File: src/design/md5ue_pkg.sv
// md5ue_pkg: shared types, constants and round functions of the md5 update engine
// no dependencies; used by md5ue_core, by the top level and by its checker
`default_nettype none

package md5ue_pkg;

  // standard md5 initial chaining value
  localparam logic [31:0] IV_WORD0 = 32'h67452301;
  localparam logic [31:0] IV_WORD1 = 32'hEFCDAB89;
  localparam logic [31:0] IV_WORD2 = 32'h98BADCFE;
  localparam logic [31:0] IV_WORD3 = 32'h10325476;

  // buffer position of the last byte of a block
  localparam logic [5:0] POS_LAST   = 6'h3f;
  localparam logic [5:0] ROUND_LAST = 6'd63;

  typedef logic [3:0][31:0] chain_t;

  typedef enum logic [2:0] {
    ST_IDLE,
    ST_LOAD,
    ST_ROUND,
    ST_FOLD,
    ST_EMIT
  } state_e;

  // control from the sequencer to the round datapath
  typedef struct packed {
    logic       load_iv;
    logic       init;
    logic       step;
    logic       fold;
    logic [5:0] rnd;
  } md5ue_ctrl_t;

  localparam logic [31:0] K_TABLE [64] = '{
    32'hd76aa478, 32'he8c7b756, 32'h242070db, 32'hc1bdceee,
    32'hf57c0faf, 32'h4787c62a, 32'ha8304613, 32'hfd469501,
    32'h698098d8, 32'h8b44f7af, 32'hffff5bb1, 32'h895cd7be,
    32'h6b901122, 32'hfd987193, 32'ha679438e, 32'h49b40821,
    32'hf61e2562, 32'hc040b340, 32'h265e5a51, 32'he9b6c7aa,
    32'hd62f105d, 32'h02441453, 32'hd8a1e681, 32'he7d3fbc8,
    32'h21e1cde6, 32'hc33707d6, 32'hf4d50d87, 32'h455a14ed,
    32'ha9e3e905, 32'hfcefa3f8, 32'h676f02d9, 32'h8d2a4c8a,
    32'hfffa3942, 32'h8771f681, 32'h6d9d6122, 32'hfde5380c,
    32'ha4beea44, 32'h4bdecfa9, 32'hf6bb4b60, 32'hbebfbc70,
    32'h289b7ec6, 32'heaa127fa, 32'hd4ef3085, 32'h04881d05,
    32'hd9d4d039, 32'he6db99e5, 32'h1fa27cf8, 32'hc4ac5665,
    32'hf4292244, 32'h432aff97, 32'hab9423a7, 32'hfc93a039,
    32'h655b59c3, 32'h8f0ccc92, 32'hffeff47d, 32'h85845dd1,
    32'h6fa87e4f, 32'hfe2ce6e0, 32'ha3014314, 32'h4e0811a1,
    32'hf7537e82, 32'hbd3af235, 32'h2ad7d2bb, 32'heb86d391
  };

  localparam logic [4:0] ROT_TABLE [16] = '{
    5'd7, 5'd12, 5'd17, 5'd22, 5'd5, 5'd9, 5'd14, 5'd20,
    5'd4, 5'd11, 5'd16, 5'd23, 5'd6, 5'd10, 5'd15, 5'd21
  };

  function automatic logic [31:0] md5_k(input logic [5:0] rnd);
    return K_TABLE[rnd];
  endfunction

  function automatic logic [4:0] md5_rot(input logic [5:0] rnd);
    return ROT_TABLE[{rnd[5:4], rnd[1:0]}];
  endfunction

  // message word index of a round
  function automatic logic [3:0] md5_g(input logic [5:0] rnd);
    logic [3:0] r;
    logic [3:0] g;
    r = rnd[3:0];
    case (rnd[5:4])
      2'd0:    g = r;
      2'd1:    g = 4'((r << 2) + r + 4'd1);
      2'd2:    g = 4'((r << 1) + r + 4'd5);
      2'd3:    g = 4'((r << 3) - r);
      default: g = r;
    endcase
    return g;
  endfunction

endpackage

`default_nettype wire

File: src/design/md5ue_buffer.sv
// md5ue_buffer: 64-byte block buffer, byte-wide write port, word-wide registered read port
// depends on nothing but the clock
`default_nettype none

module md5ue_buffer (
  input  logic        clk_i,
  input  logic        wr_en_i,
  input  logic [5:0]  wr_addr_i,
  input  logic [7:0]  wr_data_i,
  input  logic [3:0]  rd_addr_i,
  output logic [31:0] rd_data_o
);

  logic [31:0] mem [16];
  logic [31:0] rd_data_q;

  // byte write into the lane given by the low address bits
  always_ff @(posedge clk_i) begin
    if (wr_en_i) begin
      mem[wr_addr_i[5:2]][{wr_addr_i[1:0], 3'b000} +: 8] <= wr_data_i;
    end
  end

  // registered read, little-endian word
  always_ff @(posedge clk_i) begin
    rd_data_q <= mem[rd_addr_i];
  end

  assign rd_data_o = rd_data_q;

endmodule

`default_nettype wire

File: src/design/md5ue_core.sv
// md5ue_core: chaining words and the one-round-per-cycle md5 datapath
// depends on md5ue_pkg; message words come from md5ue_buffer
`default_nettype none

module md5ue_core (
  input  logic                  clk_i,
  input  logic                  rst_ni,
  input  md5ue_pkg::md5ue_ctrl_t ctrl_i,
  input  logic [31:0]           msg_word_i,
  output md5ue_pkg::chain_t     chain_o
);
  import md5ue_pkg::*;

  chain_t      chain_q;
  logic [31:0] a_q, b_q, c_q, d_q;
  // a plus round constant, prepared one round ahead
  logic [31:0] pre_q;
  logic [31:0] f;
  logic [31:0] t;
  logic [63:0] t_rot;
  logic [31:0] b_next;

  // round function of the current phase
  always_comb begin
    case (ctrl_i.rnd[5:4])
      2'd0:    f = (b_q & c_q) | (~b_q & d_q);
      2'd1:    f = (b_q & d_q) | (c_q & ~d_q);
      2'd2:    f = b_q ^ c_q ^ d_q;
      2'd3:    f = c_q ^ (b_q | ~d_q);
      default: f = b_q ^ c_q ^ d_q;
    endcase
  end

  assign t      = pre_q + f + msg_word_i;
  assign t_rot  = {t, t} << md5_rot(ctrl_i.rnd);
  assign b_next = b_q + t_rot[63:32];

  // working variables
  always_ff @(posedge clk_i) begin
    if (ctrl_i.init) begin
      a_q   <= chain_q[0];
      b_q   <= chain_q[1];
      c_q   <= chain_q[2];
      d_q   <= chain_q[3];
      pre_q <= chain_q[0] + md5_k(6'd0);
    end else if (ctrl_i.step) begin
      a_q   <= d_q;
      b_q   <= b_next;
      c_q   <= b_q;
      d_q   <= c_q;
      pre_q <= d_q + md5_k(ctrl_i.rnd + 6'd1);
    end
  end

  // chaining words
  always_ff @(posedge clk_i or negedge rst_ni) begin
    if (!rst_ni) begin
      chain_q <= {IV_WORD3, IV_WORD2, IV_WORD1, IV_WORD0};
    end else if (ctrl_i.load_iv) begin
      chain_q <= {IV_WORD3, IV_WORD2, IV_WORD1, IV_WORD0};
    end else if (ctrl_i.fold) begin
      chain_q[0] <= chain_q[0] + a_q;
      chain_q[1] <= chain_q[1] + b_q;
      chain_q[2] <= chain_q[2] + c_q;
      chain_q[3] <= chain_q[3] + d_q;
    end
  end

  assign chain_o = chain_q;

endmodule

`default_nettype wire

File: src/design/md5_update_engine.sv
// md5_update_engine: top level, byte intake, bit count, round sequencer and result register
// depends on md5ue_pkg, md5ue_buffer and md5ue_core
`default_nettype none

// Byte-serial MD5 update engine. One message byte is taken per cycle while
// a block fills and the output register is free. The byte that completes a
// 64-byte block starts the compression, during which no byte is taken: a
// load state primes the buffer read, 64 rounds follow at one per cycle, and
// a fold state adds the result into the chaining words. The round loop is
// fed one message word per cycle from the block buffer memory.
// A byte with end_of_update_i set gives one transaction on the output
// channel holding the chaining value and the bit count after that byte;
// if that byte completes a block, the result follows the compression. A
// new byte is taken while a result is waiting only if the output register
// is freed in the same cycle. No clearing pass follows reset.
module md5_update_engine (
  input  logic        clk_i,
  input  logic        rst_ni,
  input  logic        in_valid_i,
  output logic        in_ready_o,
  input  logic [7:0]  message_byte_i,
  input  logic        start_message_i,
  input  logic        end_of_update_i,
  output logic        out_valid_o,
  input  logic        out_ready_i,
  output logic [63:0] digest_low_o,
  output logic [63:0] digest_high_o,
  output logic [63:0] bits_hashed_o
);
  import md5ue_pkg::*;

  state_e      state_q, state_d;
  logic [5:0]  rnd_q, rnd_d;
  logic [63:0] count_q, count_d;
  logic        end_pend_q, end_pend_d;
  logic        out_valid_q;
  logic [63:0] dig_low_q, dig_high_q, bits_q;

  md5ue_ctrl_t ctrl;
  chain_t      chain;
  chain_t      dig_src;
  logic [31:0] msg_word;
  logic [5:0]  pos;
  logic [5:0]  rd_rnd;
  logic        accept;
  logic        out_free;
  logic        out_load;

  assign out_free = !out_valid_q || out_ready_i;
  assign accept   = in_valid_i && in_ready_o;
  assign pos      = start_message_i ? 6'd0 : count_q[8:3];

  // sequencer: next state and datapath control
  always_comb begin
    state_d     = state_q;
    rnd_d       = rnd_q;
    count_d     = count_q;
    end_pend_d  = end_pend_q;
    in_ready_o  = 1'b0;
    out_load    = 1'b0;
    ctrl        = '0;
    ctrl.rnd    = rnd_q;
    case (state_q)
      ST_IDLE: begin
        in_ready_o = out_free;
        if (in_valid_i && out_free) begin
          ctrl.load_iv = start_message_i;
          count_d      = (start_message_i ? 64'd0 : count_q) + 64'd8;
          if (pos == POS_LAST) begin
            end_pend_d = end_of_update_i;
            state_d    = ST_LOAD;
          end else begin
            out_load = end_of_update_i;
          end
        end
      end
      ST_LOAD: begin
        ctrl.init = 1'b1;
        rnd_d     = 6'd0;
        state_d   = ST_ROUND;
      end
      ST_ROUND: begin
        ctrl.step = 1'b1;
        rnd_d     = rnd_q + 6'd1;
        if (rnd_q == ROUND_LAST) begin
          state_d = ST_FOLD;
        end
      end
      ST_FOLD: begin
        ctrl.fold = 1'b1;
        state_d   = end_pend_q ? ST_EMIT : ST_IDLE;
      end
      ST_EMIT: begin
        if (out_free) begin
          out_load = 1'b1;
          state_d  = ST_IDLE;
        end
      end
      default: begin
        state_d = ST_IDLE;
      end
    endcase
  end

  // control registers
  always_ff @(posedge clk_i or negedge rst_ni) begin
    if (!rst_ni) begin
      state_q    <= ST_IDLE;
      rnd_q      <= '0;
      count_q    <= '0;
      end_pend_q <= 1'b0;
    end else begin
      state_q    <= state_d;
      rnd_q      <= rnd_d;
      count_q    <= count_d;
      end_pend_q <= end_pend_d;
    end
  end

  // read the message word one round ahead of its use
  assign rd_rnd = (state_q == ST_LOAD) ? 6'd0 : rnd_q + 6'd1;

  md5ue_buffer u_buffer (
    .clk_i     (clk_i),
    .wr_en_i   (accept),
    .wr_addr_i (pos),
    .wr_data_i (message_byte_i),
    .rd_addr_i (md5_g(rd_rnd)),
    .rd_data_o (msg_word)
  );

  md5ue_core u_core (
    .clk_i      (clk_i),
    .rst_ni     (rst_ni),
    .ctrl_i     (ctrl),
    .msg_word_i (msg_word),
    .chain_o    (chain)
  );

  // digest source: a start byte reports the reloaded initial value
  assign dig_src = (accept && start_message_i) ?
                   {IV_WORD3, IV_WORD2, IV_WORD1, IV_WORD0} : chain;

  // result register, valid flag
  always_ff @(posedge clk_i or negedge rst_ni) begin
    if (!rst_ni) begin
      out_valid_q <= 1'b0;
    end else if (out_load) begin
      out_valid_q <= 1'b1;
    end else if (out_ready_i) begin
      out_valid_q <= 1'b0;
    end
  end

  // result register, payload
  always_ff @(posedge clk_i) begin
    if (out_load) begin
      dig_low_q  <= {dig_src[1], dig_src[0]};
      dig_high_q <= {dig_src[3], dig_src[2]};
      bits_q     <= count_d;
    end
  end

  assign out_valid_o   = out_valid_q;
  assign digest_low_o  = dig_low_q;
  assign digest_high_o = dig_high_q;
  assign bits_hashed_o = bits_q;

endmodule

`default_nettype wire

File: config.mk
export PLATFORM = sky130hd
export DESIGN_NAME = md5_update_engine
export DESIGN_NICKNAME = d
export VERILOG_FILES = /design/src/design/md5ue_pkg.sv /design/src/design/md5ue_buffer.sv /design/src/design/md5ue_core.sv /design/src/design/md5_update_engine.sv
export SDC_FILE = /design/constraint.sdc
export NUM_CORES = 2
export LEC_CHECK = 0
export BUFFER_PORTS_ARGS = -buffer_cell sky130_fd_sc_hd__buf_2
export CAP_MARGIN = 20
export CELL_PAD_IN_SITES_DETAIL_PLACEMENT = 1
export CELL_PAD_IN_SITES_GLOBAL_PLACEMENT = 2
export CORE_MARGIN = 2
export CORE_UTILIZATION = 42
export CTS_BUF_LIST = sky130_fd_sc_hd__clkbuf_16
export DETAILED_ROUTE_END_ITERATION = 6
export GPL_ROUTABILITY_DRIVEN = 1
export HOLD_SLACK_MARGIN = 0.06
export PLACE_DENSITY = 0.79
export SLEW_MARGIN = 20
export SYNTH_ARGS = -nofsm -noshare
export SYNTH_HDL_FRONTEND = slang
export SYNTH_SLANG_ARGS = --single-unit
File: constraint.sdc
create_clock -name clk_i -period 14 [get_ports clk_i]
set_input_delay 0.7 -clock clk_i [delete_from_list [all_inputs] [get_ports clk_i]]
set_output_delay 0.7 -clock clk_i [all_outputs]
set_load 0.05 [all_outputs]
Yosys cells after proc, flatten, opt, wreduce, memory -nomap -nowiden
Memories as Yosys holds them, arrays and structs flattened. A register that Yosys moved wholly into a read port is not among the register bits. Index checks and enable logic that the tools add are counted.

Memories kept: 3. RAM bits: 512. Logic and storage cells: 130. Bits in registers: 555. Input port bits: 14. Bits in latches: 0. Bits in read-only memories: 2128.

Memory list: (name not given) (words 64, width 32, rd ports 1, clocked after Yosys merged registers in 0, write ports 0, line md5ue_pkg.sv:61) `return K_TABLE[rnd];`; u_buffer.mem (words 16, width 32, rd ports 1, clocked after Yosys merged registers in 1, write ports 1, line md5ue_buffer.sv:14) `logic [31:0] mem [16];`; (name not given) (words 16, width 5, rd ports 1, clocked after Yosys merged registers in 0, write ports 0, line md5ue_pkg.sv:65) `return ROT_TABLE[{rnd[5:4], rnd[1:0]}];`.

Equality and inequality tests: 16. Shift operators: 3. $add $sub $neg: 17. Reduce and logical (&&, ||, !) cells: 14. Multiplexer cells: 44. Div/mod/pow operators: 0. Bitwise logic cells: 14. Multiply operators: 0. $lt $le $gt $ge: 2.

Operators by type and width (count): $mux 32 (13); $add 32x32->32 (8); $mux 128 (2); $mux 64 (3); $and 32x32->32 (4); $pmux 32 s4 (1); $or 32x32->32 (3); $xor 32x32->32 (3); $add 64x4->64 const B (1); $not 32->32 (2); $shl 64x5->64 (1); $add 32x32->32 const B (1); $shift 8x7->32 const A (1); $shiftx 8x7->32 (1); $pmux 4 s4 (1); $mux 3 (5); $pmux 3 s5 (1); $eq 6x6->1 const B (2); $mux 1 (12); $mux 6 (2); $pmux 6 s2 (1); $mux 5 (2); $add 4x4->4 (2); $eq 2x2->1 const B (4); other kinds (23) (34).

Logic depth before layout (Yosys ltp)
Word-level depth: 10. Mapped depth: 37. Gate-level depth less buffers: 33.

Cells and area by module
A second synthesis with hierarchy kept.

Cell total of the unflattened synthesis: 5409. Area, all modules: 61828.0 sq um.

Modules (own cells, without submodules): md5ue_core (times used 1, seq. area each 8087.8 sq um, cells an instance 3639, area each 30411.7 sq um); md5ue_buffer (times used 1, seq. area each 16015.4 sq um, cells an instance 952, area each 20405.8 sq um); md5_update_engine (times used 1, seq. area each 7642.3 sq um, cells an instance 818, area each 11010.6 sq um).

Least setup slack after synthesis
No wires, ideal clock.

Path type: input port to flip-flop. Start point: input start_message_i. End point: register bits_q[0], in the netlist bits_hashed_o[0], enable pin. Library setup time: 747 ps. Slack: 3533 ps. Buffers on the path: 2. Data required time: 13253 ps. Arrival: 9720 ps. Cell stages on the path: 7. Cells stage by stage: buf_2 -> clkbuf_1 -> nor2b_1 -> ha_1 -> nand3_1 -> a31oi_1 -> nor2_1.

Longest elaborated chain between the ends: 5.

Ends and longest elaborated chain: start: declaration (line md5_update_engine.sv:22) `input logic start_message_i,`; $mux 6 (line md5_update_engine.sv:51) `assign pos = start_message_i ? 6'd0 : count_q[8:3];`; $eq 6x6->1 (line md5_update_engine.sv:69) `if (pos == POS_LAST) begin`; $mux 1 (line md5_update_engine.sv:69); $mux 1 (line md5_update_engine.sv:66) `if (in_valid_i && out_free) begin`; $pmux 1 s2 (line md5_update_engine.sv:63) `case (state_q)`; net out_load (line md5_update_engine.sv:47) `logic out_load;`; end signal: assignment (line md5_update_engine.sv:160) `bits_q <= count_d;`; end: declaration (line md5_update_engine.sv:37) `logic [63:0] dig_low_q, dig_high_q, bits_q;`.

The timed path passes the listed nets, and every way through them passes these cells. A chain may end at the register's enable or synchronous reset.

Worst setup path in the final report
Start point: register rnd_q[4]. End point: register u_core.b_q[30], data pin.

Longest elaborated chain between the ends: 8. Elaborated cells on any way between the ends: 15. Classes of those cells: add/sub: 3; eq/ne: 3; shift: 1; mux: 5; bitwise: 1; reduce/logical: 1; memory: 1.

Ends and longest elaborated chain: start: declaration (line md5_update_engine.sv:33) `logic [5:0] rnd_q, rnd_d;`; start signal: assignment (line md5_update_engine.sv:114) `rnd_q <= rnd_d;`; $eq 2x2->1 (tied with other cells) (line md5ue_core.sv:25) `case (ctrl_i.rnd[5:4])`; $pmux 32 s4 or $mem_v2 16x5 (tied branches); $add 32x32->32 or $mux 5 (tied branches) (2 in a row) (line md5ue_core.sv:34, md5ue_pkg.sv:65); $shl 64x5->64 (*) (line md5ue_core.sv:35) `assign t_rot = {t, t} << md5_rot(ctrl_i.rnd);`; $add 32x32->32 (*) (line md5ue_core.sv:36) `assign b_next = b_q + t_rot[63:32];`; $mux 32 (*) (line md5ue_core.sv:46) `end else if (ctrl_i.step) begin`; $mux 32 (*) (line md5ue_core.sv:40) `if (ctrl_i.init) begin`; end signal: assignment (line md5ue_core.sv:42) `b_q <= chain_q[1];`; end signal: assignment (line md5ue_core.sv:48) `b_q <= b_next;`; end: declaration (line md5ue_core.sv:15) `logic [31:0] a_q, b_q, c_q, d_q;`.

Every way passes the cells marked *; elsewhere a longest branch is shown, timed or not. The select of a mux whose other input is x is not followed.

==> results.yml <==
clocking:
  cts-resized-gates: 0
  ctsLongestPathBuffers: 3
  clk_root_buffer_cell: "clkbuf_16"
  cts_buffers: 119
  clk_latency_ps: 790
  htree_levels: 3
  clk_pin_slew_ps: 70
  cts_sinks: 1099
  cts_tree: "done"
synthesis:
  synthCells: 6300
  synth_fa_ha_area_share_pct: 6.17
  syn_area_per_cell_um2: 9.98
  synth_simple_gate_area_share_pct: 16.6
  synth_top_area_share_pct: 41.3
  synth-xor-area-share_pct: 3.97
  synthMuxAreaShare_pct: 1.86
  synthesis.area_um2: 62900
  synth_top_family_by_area: "compound AO/OA/AOI/OAI gates"
  ys_seq_area_share_pct: 50.5
  syn_nets: 6599
  yosys_warnings: 0
  async_reset_ff_share_pct: 18.5
  synthTopCellsByArea: "edfxtp_1, nand2_1, dfrtp_1"
  synth_enable_flop_cells: 864
  ys_types: 112
  synth_ff_type: "edfxtp_1"
  synth_largest_area_cell: "edfxtp_1"
  synth-compound-area-share_pct: 17.3
  ys_ff_latch: 1099
setup_path:
  required_ps: 14470
  path_max_fanout: 71
  slowest_stage: "a2111oi_0"
  cpMostUsedCell: "o21ai_0"
  arrival_ps: 10620
  critPathMaxStageDelay_ps: 1080
  crit_path_start_kind: "flip-flop"
  worstSetupPathType: "flip-flop to flip-flop"
  crit_path_end_kind: "flip-flop"
die:
  io_pins: 208
  dieHeight_um: 391
  die_area_um2: 153000
  core-area_um2: 148000
  die_w_um: 391
  initial_core_util_pct: 42.4
  rows: 141
pwr:
  power_leakage_nw: 26.2
  ir_drop_uv: 120
  power.density_nw_per_um2: 99.9
global_routing:
  grt_overflow_total: 0
  antenna_found_initial: 9
  grt_max_degree: 201
  grt_pass1_vias: 50687
  grt_pass1_wl_um: 325000
  grt.total_usage_pct: 28.1
placement:
  place_congestion: 0.942
  numPortBuffers: 207
  place_hpwl_um: 155000
  dpl_cell_area_um2: 65700
layout:
  fin_nets: 6634
  area_delta_synth_final_pct: 10.6
  final_common_cell: "nand2_1"
  drive_gt1_share_pct: 10.1
  final_cell_mix: "nand2_1, edfxtp_1, a21oi_1, nor2_1, o21ai_0"
  fin_area_um2: 69500
routing:
  viasPerCell: 5.91
  num_vias: 49504
  wirelength_um: 218000
  drc: 0
  drtIter0Drc: 3049
  postRouteAntennaNets: 0
  wl_per_cell_um: 26.0
  first_pass_iters: 5
timing:
  fmax_ghz: 0.0986
  slew_viol_final: 0
  period_share_pct: 72.4
  finalSetupTns_ps: 0
  rsz0062_at_grt: "no"
  layout_min_cycle_time_ps: 10140
  skew_ps: 76.4
  setup_viol: 0
  max_slew_margin_pct: 16.4
  hold_violations: 0
  tightestPinTransition_ps: 1220
run_status:
  outcome: "finished clean"
run:
  drv_cap: 0
min_path:
  hp-class: "input port to flip-flop"
[synth_stat cells (all sizes together) (12+ instances only)]
cell type,n
xor2,137
o31ai,29
nand2,999
nor2b,28
ha,245
a211o,12
mux2i,65
edfxtp,864
o22ai,16
xnor2,148
o2111ai,12
nor3,108
o211ai,88
inv,217
a211oi,209
and3,28
o21a,38
nand2b,96
nor3b,21
and2,249
dfxtp,32
nor4,20
mux2,24
a21o,96
or3,28
a221oi,16
o21ai,350
a31oi,139
o21bai,26
clkbuf,291
a311oi,84
a21oi,449
o311ai,19
nand3,146
or2,48
buf,72
dfstp,64
a21boi,13
nor2,421
fa,40
dfrtp,139
nand4,25
[per-stage QoR]
stage | util [%] | setup slack [ps] | total power [mW] | cells | hold slack (ps)
2_1_floorplan | - | 3530 | 3.81 | 6300 | 404
3_3_place_gp | 44.3 | 4270 | 3.90 | 8143 | 463
3_5_place_dp | 44.3 | 4080 | 3.91 | 8143 | 468
4_1_cts | 46.9 | 4080 | 7.01 | 8367 | 143
5_1_grt | 46.9 | 3290 | 7.13 | 8367 | 161
6_report | 46.9 | 3860 | 6.94 | 8371 | 193
[power by group]
part / internal (mW) / switching, mW
combinational: 0.0468 / 0.218
clock: 1.72 / 1.38
sequential: 3.56 / 0.0155
total: 5.33 / 1.62
[worst max-delay path: cells and delay by family (launching register included)]
family / cells / cell delay, ps
mux: 2 / 460
compound gates: 19 / 5240
buf+inv: 3 / 1340
flops: 1 / 410
simple gates: 3 / 1000
xor+xnor: 1 / 150
fa+ha+maj: 3 / 1150
[state kept, by name (all words and copies together), names as in the netlist]
signal	cells
u_core.a_q	32
u_buffer.mem	512
out_valid_o	1
digest_high_o	64
u_core.c_q	32
digest_low_o	64
state_q	3
u_buffer.rd_data_o	32
count_q	64
u_core.chain_o	128
end_pend_q	1
u_core.b_q	32
rnd_q	6
u_core.d_q	32
u_core.pre_q	32
bits_hashed_o	64
[final cells by class]
type / instances / area [um2]
fill: 16373 / 78700
sequential: 1099 / 31800
multi-input combinational: 4618 / 29100
clock buffer: 124 / 3100
tap: 1930 / 2410
timing repair buffer: 277 / 1610
inverter: 220 / 826
clock inverter: 99 / 748
antenna: 4 / 10.0
[logic make-up (layout without fill, tap and decap cells)]
logic type | Yosys count | in the layout
AOI/OAI and AO/OA | 1691 | 1691
xor gates and xnor gates | 285 | 285
adders and majority gates | 286 | 286
buffers and inverters | 583 | 720
DFF | 1099 | 1099
muxes | 100 | 100
other | 0 | 4
and+or+nand+nor | 2256 | 2256
[routing by layer]
metal | global-route usage [%] | vias up | routed length (um)
li1 | - | 23014 | -
met1 | 37.1 | 25107 | 95000
met2 | 47.9 | 1076 | 107000
met3 | 3.30 | 305 | 8580
met4 | 9.43 | 2 | 7720
met5 | 0 | - | 7
[repair_timing]
| item | CTS | global route |
|---|---|---|
| endpoints found under the hold margin | 29 | 0 |
| setup buffers | 0 | 0 |
| hold buffers | 1 | 0 |
[path summary, 6_finish.rpt]
check	start	end	slack, ps	cells past startpoint
setup / recovery	rnd_q[4]	u_core.b_q[30]	3860	31
hold / removal	end_of_update_i	end_pend_q	190	2
setup reg to reg	rnd_q[4]	u_core.b_q[30]	3860	31
hold reg to reg	count_q[0]	count_q[0]	480	1
max in group asynchronous	rst_ni	u_core.chain_o[114]	11070	4
min in group asynchronous	rst_ni	u_core.chain_o[1]	550	2
No activity file was read; power rests on OpenSTA's default activity.
